[config.mk]
export PLATFORM = sky130hd
export DESIGN_NAME = wasm_type_section_parser
export DESIGN_NICKNAME = d
export VERILOG_FILES = /design/src/design/wtsp_pkg.sv /design/src/design/wtsp_pipe_reg.sv /design/src/design/wtsp_decoder.sv /design/src/design/wasm_type_section_parser.sv
export SDC_FILE = /design/constraint.sdc
export NUM_CORES = 1
export LEC_CHECK = 0
export ABC_CLOCK_PERIOD_IN_PS = 12600
export BUFFER_PORTS_ARGS = -buffer_cell sky130_fd_sc_hd__clkbuf_2
export CELL_PAD_IN_SITES_DETAIL_PLACEMENT = 0
export CELL_PAD_IN_SITES_GLOBAL_PLACEMENT = 1
export CORE_ASPECT_RATIO = 0.8
export CORE_MARGIN = 2
export CORE_UTILIZATION = 50
export DETAILED_ROUTE_END_ITERATION = 16
export PLACE_DENSITY_LB_ADDON = 0.1
export SLEW_MARGIN = 20
export SYNTH_ARGS = -nofsm -noshare
export SYNTH_HDL_FRONTEND = slang
export SYNTH_HIERARCHICAL = 1
export SYNTH_SLANG_ARGS = --single-unit
[constraint.sdc]
create_clock -name clock -period 12.6 [get_ports clock]
set_input_delay 1.89 -clock clock [delete_from_list [all_inputs] [get_ports clock]]
set_output_delay 1.89 -clock clock [all_outputs]
set_load 0.005 [all_outputs]
[src/design/wtsp_pkg.sv]
// wtsp_pkg: shared types, codes and helper functions for the type section parser
// depends on nothing; used by wtsp_decoder and wasm_type_section_parser
package wtsp_pkg;

   // default parameter values
   localparam int COUNT_WIDTH_DEF   = 32;
   localparam int LEB_MAX_BYTES_DEF = 10;

   // port widths
   localparam int REQ_DATA_W = 8;
   localparam int RSP_DATA_W = 104;
   localparam int RSP_USER_W = 4;

   // event codes
   localparam logic [3:0] EV_PARTIAL = 4'd0;
   localparam logic [3:0] EV_LENGTH  = 4'd1;
   localparam logic [3:0] EV_FCOUNT  = 4'd2;
   localparam logic [3:0] EV_FOPEN   = 4'd3;
   localparam logic [3:0] EV_PCOUNT  = 4'd4;
   localparam logic [3:0] EV_PTYPE   = 4'd5;
   localparam logic [3:0] EV_RCOUNT  = 4'd6;
   localparam logic [3:0] EV_RTYPE   = 4'd7;
   localparam logic [3:0] EV_ERROR   = 4'd8;

   // error codes
   localparam logic [1:0] ERR_NONE     = 2'd0;
   localparam logic [1:0] ERR_MARKER   = 2'd1;
   localparam logic [1:0] ERR_TYPE     = 2'd2;
   localparam logic [1:0] ERR_LEB_LONG = 2'd3;

   // function signature marker byte
   localparam logic [7:0] FUNC_MARKER = 8'h60;

   // value type bytes
   localparam logic [7:0] VT_BYTE_I32 = 8'h7F;
   localparam logic [7:0] VT_BYTE_I64 = 8'h7E;
   localparam logic [7:0] VT_BYTE_F32 = 8'h7D;
   localparam logic [7:0] VT_BYTE_F64 = 8'h7C;

   // one decoded result item
   typedef struct packed {
      logic [3:0]  event_res;
      logic [1:0]  value_type;
      logic [31:0] function_index;
      logic [31:0] slot_index;
      logic [31:0] decoded_count;
      logic        function_end;
      logic        section_end;
      logic [1:0]  error_code;
   } rsp_item_type;

   // place seven payload bits of a leb byte at their position in a 32-bit word
   function automatic logic [31:0] leb_place(input logic [6:0] bits, input logic [3:0] pos);
      logic [31:0] w;
      begin
         w = 32'(bits);
         case (pos)
            4'd0: leb_place = w;
            4'd1: leb_place = w << 7;
            4'd2: leb_place = w << 14;
            4'd3: leb_place = w << 21;
            4'd4: leb_place = w << 28;
            default: leb_place = 32'd0;
         endcase
      end
   endfunction

   // value type lookup: bit 2 is valid, bits 1:0 the type code
   function automatic logic [2:0] value_type_of(input logic [7:0] b);
      begin
         case (b)
            VT_BYTE_I32: value_type_of = 3'b100;
            VT_BYTE_I64: value_type_of = 3'b101;
            VT_BYTE_F32: value_type_of = 3'b110;
            VT_BYTE_F64: value_type_of = 3'b111;
            default: value_type_of = 3'b000;
         endcase
      end
   endfunction

endpackage

[src/design/wtsp_pipe_reg.sv]
// wtsp_pipe_reg: one register stage with valid/ready flow control
// no dependencies; used for the request and response registers
module wtsp_pipe_reg #(
   parameter int WIDTH = 8
) (
   input  logic             clock,
   input  logic             reset,
   input  logic             in_valid,
   output logic             in_ready,
   input  logic [WIDTH-1:0] in_data,
   output logic             out_valid,
   input  logic             out_ready,
   output logic [WIDTH-1:0] out_data
);

   logic             valid_ff;
   logic             valid_in;
   logic [WIDTH-1:0] data_ff;

   // stage can load when empty or when its content leaves this cycle
   assign in_ready = !valid_ff || out_ready;
   assign valid_in = in_ready ? in_valid : valid_ff;

   // valid flag
   always_ff @(posedge clock) begin
      if (reset) begin
         valid_ff <= 1'b0;
      end else begin
         valid_ff <= valid_in;
      end
   end

   // payload
   always_ff @(posedge clock) begin
      if (in_valid && in_ready) begin
         data_ff <= in_data;
      end
   end

   assign out_valid = valid_ff;
   assign out_data  = data_ff;

endmodule

[src/design/wtsp_decoder.sv]
// wtsp_decoder: parse state and per-byte decode of the type section
// depends on wtsp_pkg; instantiated by wasm_type_section_parser
module wtsp_decoder #(
   parameter int COUNT_WIDTH   = wtsp_pkg::COUNT_WIDTH_DEF,
   parameter int LEB_MAX_BYTES = wtsp_pkg::LEB_MAX_BYTES_DEF
) (
   input  logic                  clock,
   input  logic                  reset,
   input  logic                  step,
   input  logic [7:0]            section_byte,
   input  logic                  section_start,
   output wtsp_pkg::rsp_item_type result
);
   import wtsp_pkg::*;

   localparam int CNT_W = $clog2(LEB_MAX_BYTES);
   localparam logic [CNT_W-1:0] LEB_LAST = CNT_W'(LEB_MAX_BYTES - 1);

   // parse phases
   localparam logic [3:0] PH_SEC_LEN      = 4'd0;
   localparam logic [3:0] PH_FUNC_COUNT   = 4'd1;
   localparam logic [3:0] PH_MARKER       = 4'd2;
   localparam logic [3:0] PH_PARAM_COUNT  = 4'd3;
   localparam logic [3:0] PH_PARAM_TYPE   = 4'd4;
   localparam logic [3:0] PH_RESULT_COUNT = 4'd5;
   localparam logic [3:0] PH_RESULT_TYPE  = 4'd6;
   localparam logic [3:0] PH_DONE         = 4'd7;
   localparam logic [3:0] PH_ERROR        = 4'd8;

   logic [3:0]             phase_ff, phase_in, phase_cur;
   logic [COUNT_WIDTH-1:0] acc_ff, acc_in, acc_cur;
   logic [CNT_W-1:0]       leb_cnt_ff, leb_cnt_in, leb_cnt_cur;
   logic [COUNT_WIDTH-1:0] funcs_left_ff, funcs_left_in, funcs_left_cur;
   logic [COUNT_WIDTH-1:0] entries_left_ff, entries_left_in, entries_left_cur;
   logic [COUNT_WIDTH-1:0] cur_func_ff, cur_func_in, cur_func_cur;
   logic [COUNT_WIDTH-1:0] cur_slot_ff, cur_slot_in, cur_slot_cur;
   logic [1:0]             err_ff, err_in, err_cur;

   logic [31:0]            leb_bits;
   logic [COUNT_WIDTH-1:0] leb_value;
   logic [2:0]             vt_lookup;
   logic [COUNT_WIDTH-1:0] funcs_dec;
   logic [COUNT_WIDTH-1:0] entries_dec;
   logic                   is_count_phase;
   rsp_item_type           res;

   // a section start decodes this byte from the reset state
   always_comb begin
      if (section_start) begin
         phase_cur        = PH_SEC_LEN;
         acc_cur          = '0;
         leb_cnt_cur      = '0;
         funcs_left_cur   = '0;
         entries_left_cur = '0;
         cur_func_cur     = '0;
         cur_slot_cur     = '0;
         err_cur          = ERR_NONE;
      end else begin
         phase_cur        = phase_ff;
         acc_cur          = acc_ff;
         leb_cnt_cur      = leb_cnt_ff;
         funcs_left_cur   = funcs_left_ff;
         entries_left_cur = entries_left_ff;
         cur_func_cur     = cur_func_ff;
         cur_slot_cur     = cur_slot_ff;
         err_cur          = err_ff;
      end
   end

   // leb accumulation, value type lookup and counter decrements
   assign leb_bits    = leb_place(section_byte[6:0], 4'(leb_cnt_cur));
   assign leb_value   = acc_cur | leb_bits[COUNT_WIDTH-1:0];
   assign vt_lookup   = value_type_of(section_byte);
   assign funcs_dec   = funcs_left_cur - COUNT_WIDTH'(1);
   assign entries_dec = entries_left_cur - COUNT_WIDTH'(1);
   assign is_count_phase = (phase_cur == PH_SEC_LEN) || (phase_cur == PH_FUNC_COUNT) ||
                           (phase_cur == PH_PARAM_COUNT) || (phase_cur == PH_RESULT_COUNT);

   // next state and result for this byte
   always_comb begin
      phase_in        = phase_cur;
      acc_in          = acc_cur;
      leb_cnt_in      = leb_cnt_cur;
      funcs_left_in   = funcs_left_cur;
      entries_left_in = entries_left_cur;
      cur_func_in     = cur_func_cur;
      cur_slot_in     = cur_slot_cur;
      err_in          = err_cur;
      res             = '0;

      if (is_count_phase) begin
         if (section_byte[7]) begin
            // continuation byte
            if (leb_cnt_cur == LEB_LAST) begin
               err_in   = ERR_LEB_LONG;
               phase_in = PH_ERROR;
            end else begin
               acc_in     = leb_value;
               leb_cnt_in = leb_cnt_cur + CNT_W'(1);
            end
         end else begin
            // number complete
            acc_in            = '0;
            leb_cnt_in        = '0;
            res.decoded_count = 32'(leb_value);
            case (phase_cur)
               PH_SEC_LEN: begin
                  res.event_res = EV_LENGTH;
                  phase_in      = PH_FUNC_COUNT;
               end
               PH_FUNC_COUNT: begin
                  res.event_res = EV_FCOUNT;
                  funcs_left_in = leb_value;
                  cur_func_in   = '0;
                  if (leb_value == '0) begin
                     res.section_end = 1'b1;
                     phase_in        = PH_DONE;
                  end else begin
                     phase_in = PH_MARKER;
                  end
               end
               PH_PARAM_COUNT: begin
                  res.event_res   = EV_PCOUNT;
                  entries_left_in = leb_value;
                  cur_slot_in     = '0;
                  phase_in        = (leb_value == '0) ? PH_RESULT_COUNT : PH_PARAM_TYPE;
               end
               default: begin
                  res.event_res   = EV_RCOUNT;
                  entries_left_in = leb_value;
                  cur_slot_in     = '0;
                  if (leb_value == '0) begin
                     // empty result list closes the function
                     res.function_end = 1'b1;
                     funcs_left_in    = funcs_dec;
                     if (funcs_dec == '0) begin
                        res.section_end = 1'b1;
                        phase_in        = PH_DONE;
                     end else begin
                        cur_func_in = cur_func_cur + COUNT_WIDTH'(1);
                        phase_in    = PH_MARKER;
                     end
                  end else begin
                     phase_in = PH_RESULT_TYPE;
                  end
               end
            endcase
         end
      end else begin
         case (phase_cur)
            PH_MARKER: begin
               if (section_byte != FUNC_MARKER) begin
                  err_in   = ERR_MARKER;
                  phase_in = PH_ERROR;
               end else begin
                  res.event_res = EV_FOPEN;
                  phase_in      = PH_PARAM_COUNT;
               end
            end
            PH_PARAM_TYPE, PH_RESULT_TYPE: begin
               if (!vt_lookup[2]) begin
                  err_in   = ERR_TYPE;
                  phase_in = PH_ERROR;
               end else begin
                  res.event_res   = (phase_cur == PH_PARAM_TYPE) ? EV_PTYPE : EV_RTYPE;
                  res.value_type  = vt_lookup[1:0];
                  res.slot_index  = 32'(cur_slot_cur);
                  cur_slot_in     = cur_slot_cur + COUNT_WIDTH'(1);
                  entries_left_in = entries_dec;
                  if (entries_dec == '0) begin
                     if (phase_cur == PH_PARAM_TYPE) begin
                        phase_in = PH_RESULT_COUNT;
                     end else begin
                        // last result type closes the function
                        res.function_end = 1'b1;
                        funcs_left_in    = funcs_dec;
                        if (funcs_dec == '0) begin
                           res.section_end = 1'b1;
                           phase_in        = PH_DONE;
                        end else begin
                           cur_func_in = cur_func_cur + COUNT_WIDTH'(1);
                           phase_in    = PH_MARKER;
                        end
                     end
                  end
               end
            end
            PH_DONE: begin
               // trailing bytes are ignored
            end
            default: begin
               phase_in = PH_ERROR;
            end
         endcase
      end

      // sticky error overrides everything
      if (phase_in == PH_ERROR) begin
         res            = '0;
         res.event_res  = EV_ERROR;
         res.error_code = err_in;
      end
      res.function_index = 32'(cur_func_in);
   end

   assign result = res;

   // parse state, advanced once per byte
   always_ff @(posedge clock) begin
      if (reset) begin
         phase_ff        <= PH_SEC_LEN;
         acc_ff          <= '0;
         leb_cnt_ff      <= '0;
         funcs_left_ff   <= '0;
         entries_left_ff <= '0;
         cur_func_ff     <= '0;
         cur_slot_ff     <= '0;
         err_ff          <= ERR_NONE;
      end else if (step) begin
         phase_ff        <= phase_in;
         acc_ff          <= acc_in;
         leb_cnt_ff      <= leb_cnt_in;
         funcs_left_ff   <= funcs_left_in;
         entries_left_ff <= entries_left_in;
         cur_func_ff     <= cur_func_in;
         cur_slot_ff     <= cur_slot_in;
         err_ff          <= err_in;
      end
   end

endmodule

[src/design/wasm_type_section_parser.sv]
// wasm_type_section_parser: top level of the streaming type section parser
// depends on wtsp_pkg, wtsp_pipe_reg and wtsp_decoder
//
// Usage:
//   The req_ channel carries one byte of a type section per request, with
//   req_tuser set on the first byte of a section to restart parsing. The
//   rsp_ channel returns exactly one result per request, in order: the event
//   kind on rsp_tuser, the decoded fields on rsp_tdata, and rsp_tlast on the
//   byte that completes the section.
//   Path: a request accepted sits in the request register; its result is
//   decoded combinationally from there and registered in the response
//   register, which shows it on rsp_ until it is taken.
//   Throughput: one request per cycle while rsp_tready is high, bounded
//   only by the single pass of leb shift-or, compares and counter updates
//   between the two registers.
//   Reset: clears both registers and puts the parser in the state that reads
//   the section length; the first byte after reset starts a section even
//   without req_tuser.
//   Stall: when rsp_tready is low the result register holds, the request
//   register fills, and req_tready drops until the result is taken; no
//   result is lost or repeated.
module wasm_type_section_parser #(
   parameter int COUNT_WIDTH   = wtsp_pkg::COUNT_WIDTH_DEF,
   parameter int LEB_MAX_BYTES = wtsp_pkg::LEB_MAX_BYTES_DEF
) (
   input  logic                            clock,
   input  logic                            reset,
   // request channel
   input  logic                            req_tvalid,
   output logic                            req_tready,
   input  logic [wtsp_pkg::REQ_DATA_W-1:0] req_tdata,  // [7:0] section_byte
   input  logic [0:0]                      req_tuser,  // [0] section_start
   // response channel
   output logic                            rsp_tvalid,
   input  logic                            rsp_tready,
   // [1:0] value_type, [33:2] function_index, [65:34] slot_index,
   // [97:66] decoded_count, [98] function_end, [100:99] error_code, [103:101] zero
   output logic [wtsp_pkg::RSP_DATA_W-1:0] rsp_tdata,
   output logic [wtsp_pkg::RSP_USER_W-1:0] rsp_tuser,  // [3:0] event_res
   output logic                            rsp_tlast   // section_end
);
   import wtsp_pkg::*;

   localparam int REQ_W = REQ_DATA_W + 1;
   localparam int RSP_W = RSP_DATA_W + RSP_USER_W + 1;

   logic             in_valid;
   logic [REQ_W-1:0] in_data;
   logic             out_ready;
   logic             step;
   rsp_item_type     result;
   logic [RSP_W-1:0] rsp_pack;
   logic [RSP_W-1:0] rsp_reg;

   // request register
   wtsp_pipe_reg #(
      .WIDTH(REQ_W)
   ) u_req_reg (
      .clock    (clock),
      .reset    (reset),
      .in_valid (req_tvalid),
      .in_ready (req_tready),
      .in_data  ({req_tuser, req_tdata}),
      .out_valid(in_valid),
      .out_ready(out_ready),
      .out_data (in_data)
   );

   // the parser advances when a byte moves into the response register
   assign step = in_valid && out_ready;

   wtsp_decoder #(
      .COUNT_WIDTH  (COUNT_WIDTH),
      .LEB_MAX_BYTES(LEB_MAX_BYTES)
   ) u_decoder (
      .clock        (clock),
      .reset        (reset),
      .step         (step),
      .section_byte (in_data[REQ_DATA_W-1:0]),
      .section_start(in_data[REQ_DATA_W]),
      .result       (result)
   );

   // pack result: tlast on top, tuser next, tdata below
   assign rsp_pack = {result.section_end,
                      result.event_res,
                      3'b000,
                      result.error_code,
                      result.function_end,
                      result.decoded_count,
                      result.slot_index,
                      result.function_index,
                      result.value_type};

   // response register
   wtsp_pipe_reg #(
      .WIDTH(RSP_W)
   ) u_rsp_reg (
      .clock    (clock),
      .reset    (reset),
      .in_valid (in_valid),
      .in_ready (out_ready),
      .in_data  (rsp_pack),
      .out_valid(rsp_tvalid),
      .out_ready(rsp_tready),
      .out_data (rsp_reg)
   );

   assign rsp_tdata = rsp_reg[RSP_DATA_W-1:0];
   assign rsp_tuser = rsp_reg[RSP_DATA_W +: RSP_USER_W];
   assign rsp_tlast = rsp_reg[RSP_W-1];

endmodule
==> results.cfg <==
[synth]
syn_inst = 2281
async_flop_share_pct = 0
synth_area_per_cell_um2 = 8.06
synth_area_leader_cell = edfxtp_1
synth_seq_area_share_pct = 38.0
synth_edf_count = 118
ys_seq_elements = 290
synth_cell_types = 101
yosysTopAreaCellShare_pct = 19.3
netlist_area_um2 = 18400
synthTopCellsByArea = edfxtp_1 (19%), dfxtp_1 (19%), nor2_1 (5.7%)
ys.warnings.count = 6
synth-main-ff-cell = dfxtp_1

[worst_setup_path]
crit_slowest_cell = nor2_1
cpMostUsedCell = buf_4
crit_path_max_fanout = 63
startpoint_type = register
reg2reg_from = u_req_reg/out_data[8]
crit_start = u_req_reg/out_data[8]
critPathArrivalTime_ps = 7190
slowest_delay_ps = 760
path_buf_inv = 5
rr_worst_depth = 16
cp.required_ps = 13130
path_cells = buf_4 > inv_4 > buf_4 > nand2_1 > ha_1 > a32oi_1 > nand4_1 > or4_1 > or3_1 > buf_4 > nor2_1 > a21oi_2 > inv_2 > nand2_1 > or3_1 > a21oi_1
timing_worst_setup_path_type = register to register
worstSetupPathDepth = 16
critPathCaptureType = register
cp_top_family = simple AND/OR/NAND/NOR gates

[pwr]
ir_drop_mv = 0.110
clkPwrFrac_pct = 40.1
seq_power_share_pct = 43.3
switching_power_w = 0.000726
p_int_w = 0.00166
p_leak_nw = 7.07
power.density_nw_per_um2 = 118
combPwrFrac_pct = 16.6
switching_share_pct = 30.4

[global_routing]
grt_pass1_vias = 17468
grt_overflow = 0
grt_max_degree = 69
track_usage_pct = 36.0
grt_pass1_wl_um = 107000
antenna_found_initial = 3

[floorplan]
dieArea_um2 = 38300
num_io_pins = 124
die_w_um = 218
fp.coreArea_um2 = 36100
num_rows = 62
start_util_pct = 51.0
die_h_um = 176

[timing]
worst_pin_slew_ps = 1220
drv_slew = 0
finalCriticalPeriod_ps = 6660
rsz0062_at_grt = no
clock_skew_ps = 12.2
max_freq_ghz = 0.150
setup_viol = 0
slew_headroom_pct = 18.6
min_period_over_period_pct = 52.9
hold_viol_final = 0
fin_setup_tns_ps = 0

[clocking]
h-tree-depth = 1
clk_latency_ps = 600
cts_made_buffers = 31
cts-root-buf = clkbuf_16
postCtsSetupRepairBufs = 0
clk_pin_slew_worst_paths_ps = 60
clk_path_buf_depth = 3
holdBufCountCts = 0
post_cts.resized_instances = 0
cts_tree = built
clock_sinks = 290

[finish]
layout_commonest_cell = nor2_1
layout_common_cells = nor2_1 (274), nand2_1 (241), dfxtp_1 (172), a21oi_1 (152), o21ai_0 (139)
area_growth_pct = 9.92
nets = 2311
multi_input_area_um2 = 10500
final_layout_size_suffix_gt1_share_pct = 12.8
regArea_um2 = 6990
fillers = 3340
fin_util_pct = 56.0

[min_path]
min_path_type = register to register
min_path_cells = 2
hp-start = u_decoder/cur_slot_ff[26]

[routing]
drt-initial-drc-count = 2712
via_count = 19334
first_pass_iters = 8
postRouteWirelength_um = 70900
drc = 0
wl_per_cell_um = 25.4
ant_nets = 0
via_per_inst = 6.92

[placement]
io_buffers = 123
dp_hpwl_um = 47400
routabilityCongestion = 0.955

[status]
outcome = completed

[job]
cap_violations = 0
## cell families (layout without fill, tap and decap cells)
family | count (synthesis) | in the layout | synth area share (%)
flip-flops | 290 | 290 | 38.0
adder cells (fa/ha/maj) | 12 | 12 | 0.803
AND/OR/NAND/NOR | 1022 | 1022 | 28.2
XOR/XNOR | 34 | 34 | 1.66
multiplexers | 24 | 24 | 1.34
other | 1 | 4 | 0.0204
buffers and inverters | 229 | 258 | 5.36
AO/OA/AOI/OAI | 669 | 669 | 24.7
## power groups by stage
stage | clock network, W | logic [W] | registers (W)
6_report | 0.000958 | 0.000397 | 0.00103
4_1_cts | 0.000966 | 0.000382 | 0.00103
3_5_place_dp | 0 | 0.000380 | 0.00105
3_3_place_gp | 0 | 0.000381 | 0.00105
5_1_grt | 0.00100 | 0.000422 | 0.00104
2_1_floorplan | 0 | 0.000256 | 0.00104
## Yosys cell counts (all sizes together), types with 11 or more instances
cell type	instances
o21ai	144
a311oi	14
xor2	17
nand4	34
and2	44
nor2b	38
o311ai	12
a22o	29
buf	44
nand3	76
and3	51
or4	28
nor2	280
nand2b	17
clkbuf	149
a32oi	31
a21oi	156
or2	17
o22ai	24
nand2	242
ha	11
a22oi	30
a31oi	28
dfxtp	172
a32o	20
a211oi	31
a21o	11
xnor2	17
or3	25
inv	32
o32ai	12
a221oi	11
o211ai	23
nor4	52
mux2i	19
o31ai	18
edfxtp	118
nor3	72
## cell type report
class                   instances  share of cell area [%]
diodes                          1                  0.0124
clock buffers                  34                    3.89
clock inverters                24                    1.26
inverters                      33                   0.625
multi-input cells            1764                    52.0
flip-flops and latches        290                    34.6
well taps                     480                    2.97
repair buffers                167                    4.69
## per-layer routing
layer	global-route usage, %	part of all wire, %
met1	52.4	43
met2	50.6	41
met3	8.97	12
met4	14.3	4.3
met5	0	0.038
## flip-flops by register name (all words and copies together) (netlist names), 2 cells and up
name                       count
u_decoder/acc_ff              32
u_decoder/cur_func_ff         32
u_decoder/cur_slot_ff         32
u_decoder/entries_left_ff     32
u_decoder/err_ff               2
u_decoder/funcs_left_ff       32
u_decoder/leb_cnt_ff           4
u_decoder/phase_ff             4
u_req_reg/out_data             9
u_rsp_reg/out_data           109
## tightest hold or removal path, stage by stage, from the launching register on
cell and delay (ps):
dfxtp_1 320, nand2_1 60, a21oi_1 50
## stage by stage
step | setup slack (ps) | power (W) | std cells | area [um^2] | hold WS [ps]
after floorplan | 7010 | 0.00130 | 2283 | 18400 | 436
after global placement | 6340 | 0.00143 | 2734 | 19200 | 452
after detailed placement | 6010 | 0.00143 | 2734 | 19200 | 459
after CTS | 6000 | 0.00238 | 2792 | 20200 | 467
after global routing | 5630 | 0.00246 | 2792 | 20200 | 499
final | 5940 | 0.00239 | 2793 | 20200 | 468
## worst paths after layout
path / to / slack [ps]
max reg2reg: u_decoder/cur_func_ff[0] / 5940
max: u_decoder/cur_func_ff[0] / 5940
min reg2reg: u_decoder/cur_slot_ff[26] / 470
min: u_decoder/cur_slot_ff[26] / 470
Note: power is estimated with default switching activity, not from simulation.
